$ cat config.mk
export PLATFORM = sky130hd
export DESIGN_NAME = lfs_scan_addr
export DESIGN_NICKNAME = d
export VERILOG_FILES = /design/src/hw/rtl/lfs_pkg.sv /design/src/hw/rtl/lfs_scan_addr.sv
export SDC_FILE = /design/constraint.sdc
export NUM_CORES = 1
export LEC_CHECK = 0
export BUFFER_PORTS_ARGS = -buffer_cell sky130_fd_sc_hd__buf_2
export CORE_MARGIN = 2
export CORE_UTILIZATION = 30
export CTS_CLUSTER_DIAMETER = 30
export DETAILED_ROUTE_END_ITERATION = 6
export PLACE_DENSITY_LB_ADDON = 0.3
export RECOVER_POWER = 100
export SYNTH_ARGS = -nofsm -noshare
export SYNTH_HDL_FRONTEND = slang
export SYNTH_SLANG_ARGS = --single-unit
$ cat constraint.sdc
create_clock -name clk -period 3.1 [get_ports clk]
set_input_delay 0.62 -clock clk [delete_from_list [all_inputs] [get_ports clk]]
set_output_delay 0.62 -clock clk [all_outputs]
set_load 0.1 [all_outputs]
$ cat src/hw/rtl/lfs_pkg.sv
// shared types, codes and constants of the lcd frame scan block
// no dependencies
package lfs_pkg;

    // display geometry
    localparam int DISPLAY_WIDTH  = 48;
    localparam int DISPLAY_HEIGHT = 32;
    localparam int PIXEL_COUNT    = DISPLAY_WIDTH * DISPLAY_HEIGHT;
    localparam int PIX_W          = $clog2(PIXEL_COUNT);

    // frame memory geometry
    localparam int BANK_COUNT = 3;
    localparam int BANK_BYTES = 128;
    localparam int FRAME_DEPTH = BANK_COUNT * BANK_BYTES;
    localparam int FRAME_AW    = $clog2(FRAME_DEPTH);
    localparam int ROW_BYTES   = 6;

    // persistence levels
    localparam int GHOST_FRAMES = 8;
    localparam int LVL_W        = 4;
    localparam logic [LVL_W-1:0] GHOST_MAX = LVL_W'(GHOST_FRAMES);

    // scan start offset of the display start register
    localparam logic [7:0] START_OFFSET = 8'h83;

    // command modes
    localparam logic [1:0] MODE_WRITE   = 2'd0;
    localparam logic [1:0] MODE_REFRESH = 2'd1;
    localparam logic [1:0] MODE_READ    = 2'd2;

    // register indexes
    localparam logic [1:0] CFG_GHOST = 2'd0;
    localparam logic [1:0] CFG_START = 2'd1;

    // sequencer states
    typedef enum logic [4:0] {
        ST_IDLE  = 5'b00001,
        ST_CLEAR = 5'b00010,
        ST_SCAN  = 5'b00100,
        ST_DRAIN = 5'b01000,
        ST_READ  = 5'b10000
    } state_t;

    // control of the scan address walker
    typedef struct packed {
        logic load;
        logic advance;
    } scan_ctrl_t;

endpackage

$ cat src/hw/rtl/lfs_scan_addr.sv
// frame memory byte address walker for the refresh scan
// depends on lfs_pkg
module lfs_scan_addr
    import lfs_pkg::*;
(
    input  logic                clk,
    input  logic                rst_n,
    input  scan_ctrl_t          ctrl,
    input  logic [7:0]          scan_start,
    output logic [FRAME_AW-1:0] addr
);

    logic [1:0] bank_reg, bank_next;
    logic [6:0] ptr_reg, ptr_next;
    logic [7:0] start_adj;
    logic [7:0] q;
    logic [1:0] b;

    always_comb
    begin
        // start point from the display start register
        start_adj = (scan_start >= START_OFFSET) ? scan_start - START_OFFSET : scan_start;

        // one byte forward: skip the row gap, cross banks, wrap bank 2
        q = {1'b0, ptr_reg} + 8'd1;
        b = bank_reg;
        if (q[3:0] >= 4'd12)
        begin
            q = q + 8'd4;
        end
        if (q >= 8'(BANK_BYTES))
        begin
            b = b + 2'd1;
            q = q - 8'(BANK_BYTES);
        end
        if (b == 2'd2 && q >= 8'(ROW_BYTES))
        begin
            b = 2'd0;
            q = q - 8'(ROW_BYTES);
        end

        priority if (ctrl.load)
        begin
            bank_next = start_adj[7:6];
            ptr_next  = {start_adj[5:0], 1'b0};
        end
        else if (ctrl.advance)
        begin
            bank_next = b;
            ptr_next  = q[6:0];
        end
        else
        begin
            bank_next = bank_reg;
            ptr_next  = ptr_reg;
        end
    end

    always_ff @(posedge clk or negedge rst_n)
    begin
        if (!rst_n)
        begin
            bank_reg <= 2'd0;
            ptr_reg  <= 7'd0;
        end
        else
        begin
            bank_reg <= bank_next;
            ptr_reg  <= ptr_next;
        end
    end

    assign addr = FRAME_AW'({bank_reg, ptr_reg});

endmodule

==> run summary <==
Status
• complete, no violations — result of the run

Clocking
• 0 — hold-fix buffer count after cts
• 50 ps — clock input transition at the sequential cells of the worst setup and hold paths
• 1 — deepest level of the CTS H-tree
• sky130_fd_sc_hd__clkbuf_8 — CTS root buf
• 9 — sinks on the clock net
• 3 — number of buffers created by CTS
• 0 — number of gates resized after cts
• 230 ps — clock latency on the worst-skew pair
• built — clock tree from TritonCTS
• 0 — Post-CTS Setup Bufs
• 2 — maximum buffer depth of the clock tree

Yosys
• sky130_fd_sc_hd__dfrtp_1 (19%), sky130_fd_sc_hd__ha_1 (8.3%), sky130_fd_sc_hd__xnor2_1 (5.8%), sky130_fd_sc_hd__mux2i_1 (5.0%), sky130_fd_sc_hd__xor2_1 (4.4%) — Synth area leaders
• 0.187 — share of the yosys chip area belonging to registers
• 148 — Mapped Cells
• 0.00120 mm² — Netlist Area Pre-Place
• 168 — nets in the synthesized netlist
• 0 — Yosys Warn Count
• 8.12 µm² — per-instance average area after synthesis
• 9 — number of synthesized register bits
• 48 — number of distinct library cell variants in the gate-level netlist after synthesis
• sky130_fd_sc_hd__dfrtp_1 — library cell occupying the most area in the post-synthesis netlist
• 0 — number of synthesized flops with an enable pin
• 0.187 — area share of the leading cell type in the synthesized netlist
• sky130_fd_sc_hd__dfrtp_1 — predominant post-synthesis flop cell
• 1.00 — share of async-settable or async-resettable flops after synthesis

Placement
• 20 — Port Buffers
• 0.00136 mm² — total placed instance area
• 2.37 mm — post-DP HPWL
• 0.781 — weighted congestion reported at the end of routability-driven placement

Power
• 0.580 nW — Static Leakage
• 0.185 mV — Max VDD drop
• 0.656 mW — final total power
• 471 mW/mm² — P per Cell Area

Floorplan
• 0.307 — initial core utilization
• 0.00391 mm² — core outline area
• 67.3 µm — height of the chip
• 0.00453 mm² — Die ar.
• 21 — Boundary Pins
• 23 — number of placement rows
• 67.3 µm — overall die width

Setup path
• 180 ps — slack of the worst reg-to-reg path
• flop — startpoint type of the worst setup path
• ptr_reg[0]$_DFFE_PN0P_ — reg-to-reg critical path startpoint
• flop — critical path capture point type
• 3040 ps — data arrival time at the worst-slack endpoint
• ptr_reg[3]$_DFFE_PN0P_ — reg2reg end
• 3210 ps — required time of the worst setup path
• 9 — Max Fanout on Critical Path
• 12 — cell count of the worst reg-to-reg path
• reg -> reg — critical setup path kind

Timing
• 0 ps — setup tns final
• no — setup repair after global routing missed its margin
• 0 — number of slew-limit violations in the final report
• 342 MHz — Max Clock Freq
• 2920 ps — final critical path time including I/O delays and setup
• 0.221 — slew margin rel.
• 1170 ps — Worst-Margin Slew
• 0 — Final Hold Fails
• 0 — final number of setup-violating endpoints
• 1.50 ps — Setup Skew
• 0.943 — final period utilization
• 345 ps — Hold WS

Drt
• 0 — number of nets still failing antenna checks after routing
• 4 — TritonRoute pass-1 iters
• 13.6 µm — routed len/inst
• 60 — drt first-iter violations
• 1,157 — total vias in the final route
• 2.98 mm — DRT Wirelength
• 0 — DRC violation count after routing
• 5.28 — average vias per placed instance

Finish
• 15.8% — area growth from synthesis to layout
• 0.160 — proportion of layout cells with a drive suffix above 1
• 0 — number of diodes
• 190 — Final Net Count
• 0.00139 mm² — final design instance area without fill
• 7 — Largest register FFs

Run
• 0 — number of max-capacitance violations reported

Global routing
• 0 — aggregate global routing overflow
• 4.98 mm — wire length of the first global-routing pass
• 22 — maximum number of pins on one net before global-route repair
• 0 — initial antenna violation count
• 1,043 — via count of the first global-routing pass
• 0.146 — overall fraction of global-route tracks in use

Min path
• in -> async — Hold WC Path Type

-- layout make-up --
class / count / area (µm²)
Fill cell: 457 / 2520
Multi-Input combinational cell: 126 / 913
Sequential cell: 9 / 229
Timing Repair Buffer: 25 / 124
Tap cell: 50 / 62.6
Clock buffer: 4 / 45.0
Inverter: 5 / 18.8
-- worst max-delay path: stages, from the launching register on --
cell	delay, ps
sky130_fd_sc_hd__dfrtp_2	440
sky130_fd_sc_hd__ha_2	260
sky130_fd_sc_hd__nand2b_1	140
sky130_fd_sc_hd__nand2_1	120
sky130_fd_sc_hd__ha_1	290
sky130_fd_sc_hd__nand2_1	160
sky130_fd_sc_hd__xor3_2	320
sky130_fd_sc_hd__a41o_1	290
sky130_fd_sc_hd__a31oi_4	160
sky130_fd_sc_hd__o21ai_2	120
sky130_fd_sc_hd__nand2_2	130
sky130_fd_sc_hd__mux2i_1	80
sky130_fd_sc_hd__a221o_1	300
-- cells by family (layout without fill, tap and decap cells) --
family,after synthesis,in the layout,share of synthesized area
compound gates,37,37,0.230
xor+xnor,15,15,0.122
fa+ha+maj,8,8,0.0832
buf+inv,13,34,0.0562
flops,9,9,0.187
mux,6,6,0.0499
simple gates,60,60,0.272
-- layer usage --
layer / global-route usage / up-vias / routed length (µm)
li1: - / 588 / -
met1: 0.190 / 548 / 1470
met2: 0.238 / 19 / 1400
met3: 0.0367 / 2 / 102
met4: 0.0434 / 0 / 8
met5: 0 / - / 0
-- worst max-delay path by stage --
stage                                 from  depth (start not counted)  slack, ps                      to
floorplan           ptr_reg[3]$_DFFE_PN0P_                         14         10  ptr_reg[3]$_DFFE_PN0P_
global placement    ptr_reg[0]$_DFFE_PN0P_                         12        160  ptr_reg[6]$_DFFE_PN0P_
detailed placement  ptr_reg[0]$_DFFE_PN0P_                         12        130  ptr_reg[6]$_DFFE_PN0P_
CTS                 ptr_reg[0]$_DFFE_PN0P_                         12        120  ptr_reg[6]$_DFFE_PN0P_
global route        ptr_reg[0]$_DFFE_PN0P_                         12          4  ptr_reg[3]$_DFFE_PN0P_
finish              ptr_reg[0]$_DFFE_PN0P_                         12        180  ptr_reg[3]$_DFFE_PN0P_
-- layout by cell type (no fill, tap or decap), drive strengths merged, types with 7 or more instances in the layout --
cell,count
clkbuf,15
buf,14
nor2,10
nand2,10
o21ai,10
dfrtp,9
xnor2,8
ha,8
nand3,7
-- stage by stage --
step           utilization  cells  worst slack (ps)
6_report             0.356    219               177
5_1_grt              0.356    219              3.82
4_1_cts              0.358    219               118
3_5_place_dp         0.347    215               132
3_3_place_gp         0.347    215               161
2_1_floorplan            -    148              11.0
-- power by group --
group          internal (mW)  switching, mW
Sequential             0.133         0.0336
Clock                 0.0899         0.0493
Combinational          0.108          0.242
-- synth_stat cells, types with 2 or more instances --
master and number:
sky130_fd_sc_hd__nor2_1 10, sky130_fd_sc_hd__dfrtp_1 9, sky130_fd_sc_hd__nand2_1 9, sky130_fd_sc_hd__ha_1 8, sky130_fd_sc_hd__xnor2_1 8, sky130_fd_sc_hd__nand3_1 7
sky130_fd_sc_hd__o21ai_0 7, sky130_fd_sc_hd__mux2i_1 6, sky130_fd_sc_hd__nand2b_1 6, sky130_fd_sc_hd__nor3_1 6, sky130_fd_sc_hd__xor2_1 6, sky130_fd_sc_hd__inv_1 5
sky130_fd_sc_hd__a211oi_1 4, sky130_fd_sc_hd__a21oi_1 4, sky130_fd_sc_hd__and3_1 4, sky130_fd_sc_hd__a22oi_1 3, sky130_fd_sc_hd__buf_2 3, sky130_fd_sc_hd__clkbuf_1 3
sky130_fd_sc_hd__nand3b_1 3, sky130_fd_sc_hd__nand4_1 3, sky130_fd_sc_hd__a21o_1 2, sky130_fd_sc_hd__buf_6 2, sky130_fd_sc_hd__nor3b_1 2, sky130_fd_sc_hd__o211ai_1 2
sky130_fd_sc_hd__o21ai_1 2, sky130_fd_sc_hd__or3_1 2
(Power assumes the default switching activity.)
