==> src/hw/rtl/lfs_pkg.sv <==
// shared types, codes and constants of the lcd frame scan block
// no dependencies
package lfs_pkg;

    // display geometry
    localparam int DISPLAY_WIDTH  = 48;
    localparam int DISPLAY_HEIGHT = 32;
    localparam int PIXEL_COUNT    = DISPLAY_WIDTH * DISPLAY_HEIGHT;
    localparam int PIX_W          = $clog2(PIXEL_COUNT);

    // frame memory geometry
    localparam int BANK_COUNT = 3;
    localparam int BANK_BYTES = 128;
    localparam int FRAME_DEPTH = BANK_COUNT * BANK_BYTES;
    localparam int FRAME_AW    = $clog2(FRAME_DEPTH);
    localparam int ROW_BYTES   = 6;

    // persistence levels
    localparam int GHOST_FRAMES = 8;
    localparam int LVL_W        = 4;
    localparam logic [LVL_W-1:0] GHOST_MAX = LVL_W'(GHOST_FRAMES);

    // scan start offset of the display start register
    localparam logic [7:0] START_OFFSET = 8'h83;

    // command modes
    localparam logic [1:0] MODE_WRITE   = 2'd0;
    localparam logic [1:0] MODE_REFRESH = 2'd1;
    localparam logic [1:0] MODE_READ    = 2'd2;

    // register indexes
    localparam logic [1:0] CFG_GHOST = 2'd0;
    localparam logic [1:0] CFG_START = 2'd1;

    // sequencer states
    typedef enum logic [4:0] {
        ST_IDLE  = 5'b00001,
        ST_CLEAR = 5'b00010,
        ST_SCAN  = 5'b00100,
        ST_DRAIN = 5'b01000,
        ST_READ  = 5'b10000
    } state_t;

    // control of the scan address walker
    typedef struct packed {
        logic load;
        logic advance;
    } scan_ctrl_t;

endpackage

==> src/hw/rtl/lfs_level_alu.sv <==
// shared level update unit: one pixel's saturating step per use
// depends on lfs_pkg
module lfs_level_alu
    import lfs_pkg::*;
(
    input  logic             ghost_enable,
    input  logic [LVL_W:0]   stored,
    input  logic             pix_bit,
    output logic [LVL_W-1:0] new_level,
    output logic             changed
);

    logic [LVL_W-1:0] prev;
    logic [LVL_W-1:0] step;
    logic [LVL_W:0]   sum;

    always_comb
    begin
        // a never-drawn pixel starts from zero
        prev = stored[LVL_W] ? stored[LVL_W-1:0] : '0;
        step = ghost_enable ? LVL_W'(1) : GHOST_MAX;
        sum  = {1'b0, prev} + {1'b0, step};

        if (pix_bit)
        begin
            new_level = (sum > {1'b0, GHOST_MAX}) ? GHOST_MAX : sum[LVL_W-1:0];
        end
        else
        begin
            new_level = (prev < step) ? '0 : prev - step;
        end

        changed = !stored[LVL_W] || (new_level != prev);
    end

endmodule

==> config.mk <==
export PLATFORM = sky130hd
export DESIGN_NAME = lfs_level_alu
export DESIGN_NICKNAME = d
export VERILOG_FILES = /design/src/hw/rtl/lfs_pkg.sv /design/src/hw/rtl/lfs_level_alu.sv
export SDC_FILE = /design/constraint.sdc
export NUM_CORES = 1
export LEC_CHECK = 0
export ABC_AREA = 0
export ABC_CLOCK_PERIOD_IN_PS = 2350
export BUFFER_PORTS_ARGS = -buffer_cell sky130_fd_sc_hd__clkbuf_2
export CAP_MARGIN = 20
export CORE_AREA = 2 2 39 41
export DETAILED_ROUTE_END_ITERATION = 8
export DIE_AREA = 0 0 41 43
export REMOVE_ABC_BUFFERS = 1
export SLEW_MARGIN = 20
export SYNTH_ARGS = -nofsm -noshare
export SYNTH_HDL_FRONTEND = slang
export SYNTH_SLANG_ARGS = --single-unit
export TNS_END_PERCENT = 10
==> constraint.sdc <==
create_clock -name vclk -period 2.35
set_input_delay 0 -clock vclk [all_inputs]
set_output_delay 0 -clock vclk [all_outputs]
set_load 0.02 [all_outputs]
==> impl_metrics.yaml, run 1 <==
timing:
  hold_viol_final: 0
  fin_crit_sh_pct: 91.7
  relSlewSlack_pct: 78.2
  setup_ws_ns: 0.195
  rsz0062_at_grt: "no"
  tns_ns: 0
  hold_slack_ns: 0.446
  tightest_slew_ns: 0.321
  fmax_mhz: 464
  setup_viol: 0
  slew_violations: 0
  fin_crit_ns: 2.16
placed_design:
  dp_hpwl_um: 777
  placed_cells: 79
  io_buffer_count: 12
  pre_cts_ws_ns: 0.211
  placedInstanceArea_um2: 484
  gp_congestion: 0.792
critical_path:
  critPathKind: "in2out"
  slowest_delay_ns: 0.40
  critical_path_arrival_ns: 2.16
  cp_slowest_cell: "a2111o_1"
  critPathMaxFanout: 8
  critical_path.cell_chain: "clkbuf_2 > nand2_1 > inv_1 > ha_1 > ha_1 > nor4bb_4 > mux2i_2 > and3_1 > a2bb2oi_1 > a2111o_1 > clkbuf_2"
  endpoint_kind: "output port"
  required_ns: 2.35
  worstSetupStartpointType: "primary input"
job:
  cap_violations: 0
synth:
  synth.most_common_cell: "ha_1"
  synth_top_family_by_area: "simple AND/OR/NAND/NOR gates"
  synth-simple-area-share_pct: 34.3
  seq_area_frac_synth_pct: 0
  yosysTopAreaCellShare_pct: 21.1
  synthMuxAreaShare_pct: 3.31
  synthDistinctLibCells: 29
  synth_top_area_cell: "ha_1"
  synthCells: 52
  yosysWarningCount: 0
  synth_fa_ha_area_share_pct: 21.1
  synthXorXnorAreaFrac_pct: 8.43
  synth_area_um2: 415
  synth_compound_area_share_pct: 25.6
  synthTopCellsByArea: "ha_1, xor2_1, nor4bb_4, inv_1, nand2_1"
  synth_common_cells: "ha_1, inv_1, nand2_1, xor2_1, o21ai_0"
  postSynthAreaPerCell_um2: 7.99
power:
  powerDensity_mw_per_mm2: 199
  p_leak_nw: 0.240
  vdd_drop_max_mv: 0.0924
  fin_total_pwr_mw: 0.0963
final_layout:
  layoutNonFillerInstCount: 79
  fin_util_pct: 35.0
  nClkBuffers: 0
  seq_area_um2: 0
  n_sequential_cell: 0
  fillers: 149
  final_nets: 79
  finalInstanceArea_um2: 484
  num_antenna_cells: 0
  syn2layout_area_growth_pct: 16.6
  layout-drive-gt1-share_pct: 30.2
global_routing:
  antenna_found_initial: 0
  grt_util_all_layers_pct: 11.5
  grt_max_degree: 9
  grt_pass1_vias: 362
  grt-ovfl-total: 0
  grt_first_pass_wirelength_um: 1520
routing:
  viasPerCell: 5.30
  drtPass1Iterations: 6
  drt_first_iter_violations: 6
  drc: 0
  vias: 419
  ant_nets: 0
  wire_per_inst_um: 11.5
  routed_wl_um: 910
floorplanning:
  rows: 14
  dieArea_mm2: 0.00176
  die_w_um: 41
  initial_core_util_pct: 30.0
  num_io_pins: 12
  die_h_um: 43
  coreArea_mm2: 0.00138
clocking:
  postCtsResizedCells: 0
  cts_hold_buf: 0
  post_cts_buffers: 0
outcome:
  status: "completed"
hold_path:
  hold_path.class: "in2out"
-- per-layer routing --
layer | GRT usage [%] | wire length, um | up-vias
met3 | 0 | 29 | 0
met5 | 0 | 0 | -
met2 | 18.4 | 411 | 10
met4 | 0 | 0 | 0
li1 | - | - | 218
met1 | 17.7 | 469 | 191
-- cell usage in the layout (no fill, tap or decap), types with 2 or more instances in the layout --
cell type / synthesis / routed
inv_1: 5 / 5
o21ai_0: 3 / 3
nor2b_2: 2 / 2
or3_1: 2 / 2
o211ai_1: 2 / 2
xor2_1: 4 / 4
a21oi_1: 2 / 2
clkbuf_2: 0 / 12
nand2_1: 5 / 5
ha_1: 7 / 7
-- power breakdown --
part / total, mW / internal, mW / switching [mW]
combinational: 0.0963 / 0.0422 / 0.0541
sequential: 0 / 0 / 0
clock: 0 / 0 / 0
-- final timing paths --
kind  startpoint      end  slack (ns)  cells after the start
min    stored[0]  changed        0.45                      4
max    stored[4]  changed        0.19                     11
-- worst max-delay path, delay by kind of cell --
family | cells | cell delay, ns
compound gates | 2 | 0.55
mux | 1 | 0.16
buf+inv | 3 | 0.36
simple gates | 3 | 0.59
fa+ha+maj | 2 | 0.49
-- layout make-up --
cell class,count,area (um2),area share (%)
Timing Repair Buffer,12,60.1,12.4
Tap cell,16,20.0,4.13
Inverter,5,18.8,3.88
Multi-Input combinational cell,46,385,79.6
-- cell families (layout without fill, tap and decap cells) --
| logic type | after synthesis | in the layout |
|---|---|---|
| AOI/OAI and AO/OA | 15 | 15 |
| xor gates and xnor gates | 4 | 4 |
| adders and majority gates | 7 | 7 |
| buffers and inverters | 6 | 17 |
| muxes | 1 | 1 |
| and+or+nand+nor | 19 | 19 |
Note: power is estimated with default switching activity, not from simulation.
==> run 2: changes to the inputs <==
Settings changed: ABC_AREA 0 to 1.
==> run 2 against run 1 <==
Effect of this change: routed wire length down 0.22%; critical endpoint unchanged; worst setup slack better by 0.38 ns; worst hold slack got worse by 0.0062 ns.
==> impl_metrics.yaml, run 2 <==
global_routing:
  antenna_found_initial: 0
  grt_util_all_layers_pct: 10.8
  grt_first_pass_wirelength_um: 1420
  grt-ovfl-total: 0
  grt_max_degree: 8
  grt_pass1_vias: 368
synth:
  synthCells: 73
  synth_area_um2: 389
  postSynthAreaPerCell_um2: 5.33
  yosysTopAreaCellShare_pct: 24.1
  synth_common_cells: "nand2_1, inv_1, nand3_1, ha_1, nor2_1"
  seq_area_frac_synth_pct: 0
  synthTopCellsByArea: "nand2_1, ha_1, nand3_1, inv_1, nand2_2"
  synth.most_common_cell: "nand2_1"
  synthDistinctLibCells: 14
  synth_top_area_cell: "nand2_1"
  yosysWarningCount: 0
clocking:
  cts_hold_buf: 0
  post_cts_buffers: 0
  postCtsResizedCells: 0
floorplanning:
  initial_core_util_pct: 28.1
  die_w_um: 41
  dieArea_mm2: 0.00176
  die_h_um: 43
  num_io_pins: 12
  rows: 14
  coreArea_mm2: 0.00138
final_layout:
  final_nets: 101
  seq_area_um2: 0
  layoutNonFillerInstCount: 101
  layout-drive-gt1-share_pct: 23.5
  final_common_cell: "nand2_1"
  multi_input_area_um2: 344
  fin_util_pct: 33.9
  syn2layout_area_growth_pct: 20.6
  final_cell_mix: "nand2_1, clkbuf_2, inv_1, nand3_1, ha_1"
  n_sequential_cell: 0
  nClkBuffers: 0
  num_antenna_cells: 0
  fillers: 170
critical_path:
  required_ns: 2.35
  slowest_delay_ns: 0.22
  critPathMaxFanout: 6
  critical_path.cell_chain: "clkbuf_2 > nand2_1 > inv_1 > ha_1 > ha_1 > nand3_1 > nor2_1 > nor2_1 > nand2_1 > nand2_1 > nand2_1 > nand2_1 > nand2_1 > nor2_1 > nand2_1 > clkbuf_2"
  path_common_cell: "nand2_1"
  cp_slowest_cell: "ha_1"
  endpoint_kind: "output port"
  worstSetupStartpointType: "primary input"
  critPathKind: "in2out"
  critical_path_arrival_ns: 1.77
power:
  p_seq_share_pct: 0
  switching_power_mw: 0.0664
  intPower_mw: 0.0388
  power_frac_comb_pct: 100.0
  powerDensity_mw_per_mm2: 224
  p_leak_nw: 0.311
  vdd_drop_max_mv: 0.0615
  clkPwrFrac_pct: 0
  sw_frac_of_total_pct: 63.1
timing:
  setup_viol: 0
  tns_ns: 0
  fin_crit_ns: 1.77
  relSlewSlack_pct: 83.8
  hold_slack_ns: 0.440
  fmax_mhz: 564
  hold_viol_final: 0
  rsz0062_at_grt: "no"
  fin_crit_sh_pct: 75.4
  tightest_slew_ns: 0.242
  slew_violations: 0
placed_design:
  placed_cells: 101
  gp_congestion: 0.799
  dp_hpwl_um: 817
  io_buffer_count: 12
routing:
  wire_per_inst_um: 8.99
  vias: 463
  drtPass1Iterations: 2
  routed_wl_um: 908
  drc: 0
  drt_first_iter_violations: 13
  ant_nets: 0
  viasPerCell: 4.58
hold_path:
  whs_path_depth: 6
  hold_path.class: "in2out"
  min_from: "stored[3]"
  min_to: "changed"
job:
  cap_violations: 0
outcome:
  status: "completed"
## run 2: per-stage QoR
stage	power, mW	setup slack [ns]	area (um2)
after floorplan	0.0752	0.908	389
after global placement	0.104	0.581	469
after detailed placement	0.106	0.557	469
after CTS	0.106	0.549	469
after global routing	0.118	0.374	469
final	0.105	0.578	469
## run 2: worst max path at each step
stage,depth (start not counted),from,endpoint
finish,16,stored[4],changed
global route,16,stored[4],changed
CTS,14,stored[4],changed
detailed placement,14,stored[4],changed
global placement,14,stored[4],changed
floorplan,13,stored[0],changed
## run 2: cell type report
| class | count | share of cell area [%] |
|---|---|---|
| well taps | 16 | 4.27 |
| repair buffers | 12 | 12.8 |
| multi-input cells | 61 | 73.3 |
| inverters | 12 | 9.60 |
## run 2: metal layers
metal | wire length [um] | GRT usage (%)
met1 | 450 | 15.5
met2 | 429 | 18.4
met3 | 29 | 0
met4 | 0 | 0
met5 | 0 | 0
## run 2: cells by family (layout without fill, tap and decap cells)
kind of cell / after synthesis / count (layout) / synth area share [%]
AOI/OAI and AO/OA: 1 / 1 / 1.28
xor gates and xnor gates: 1 / 1 / 2.25
adders and majority gates: 7 / 7 / 22.5
buffers and inverters: 12 / 24 / 11.6
and+or+nand+nor: 52 / 52 / 62.4
## run 2: power by group through the flow
| stage | clock (mW) | sequential, mW | combinational (mW) |
|---|---|---|---|
| 6_report | 0 | 0 | 0.105 |
| 5_1_grt | 0 | 0 | 0.118 |
| 4_1_cts | 0 | 0 | 0.106 |
| 3_5_place_dp | 0 | 0 | 0.106 |
| 3_3_place_gp | 0 | 0 | 0.104 |
| 2_1_floorplan | 0 | 0 | 0.0752 |
## run 2: worst max-delay path: cells and delay by family
| family | cells | cell delay (ns) |
|---|---|---|
| AND/OR/NAND/NOR | 11 | 0.98 |
| adder cells (fa/ha/maj) | 2 | 0.43 |
| buffers and inverters | 3 | 0.37 |
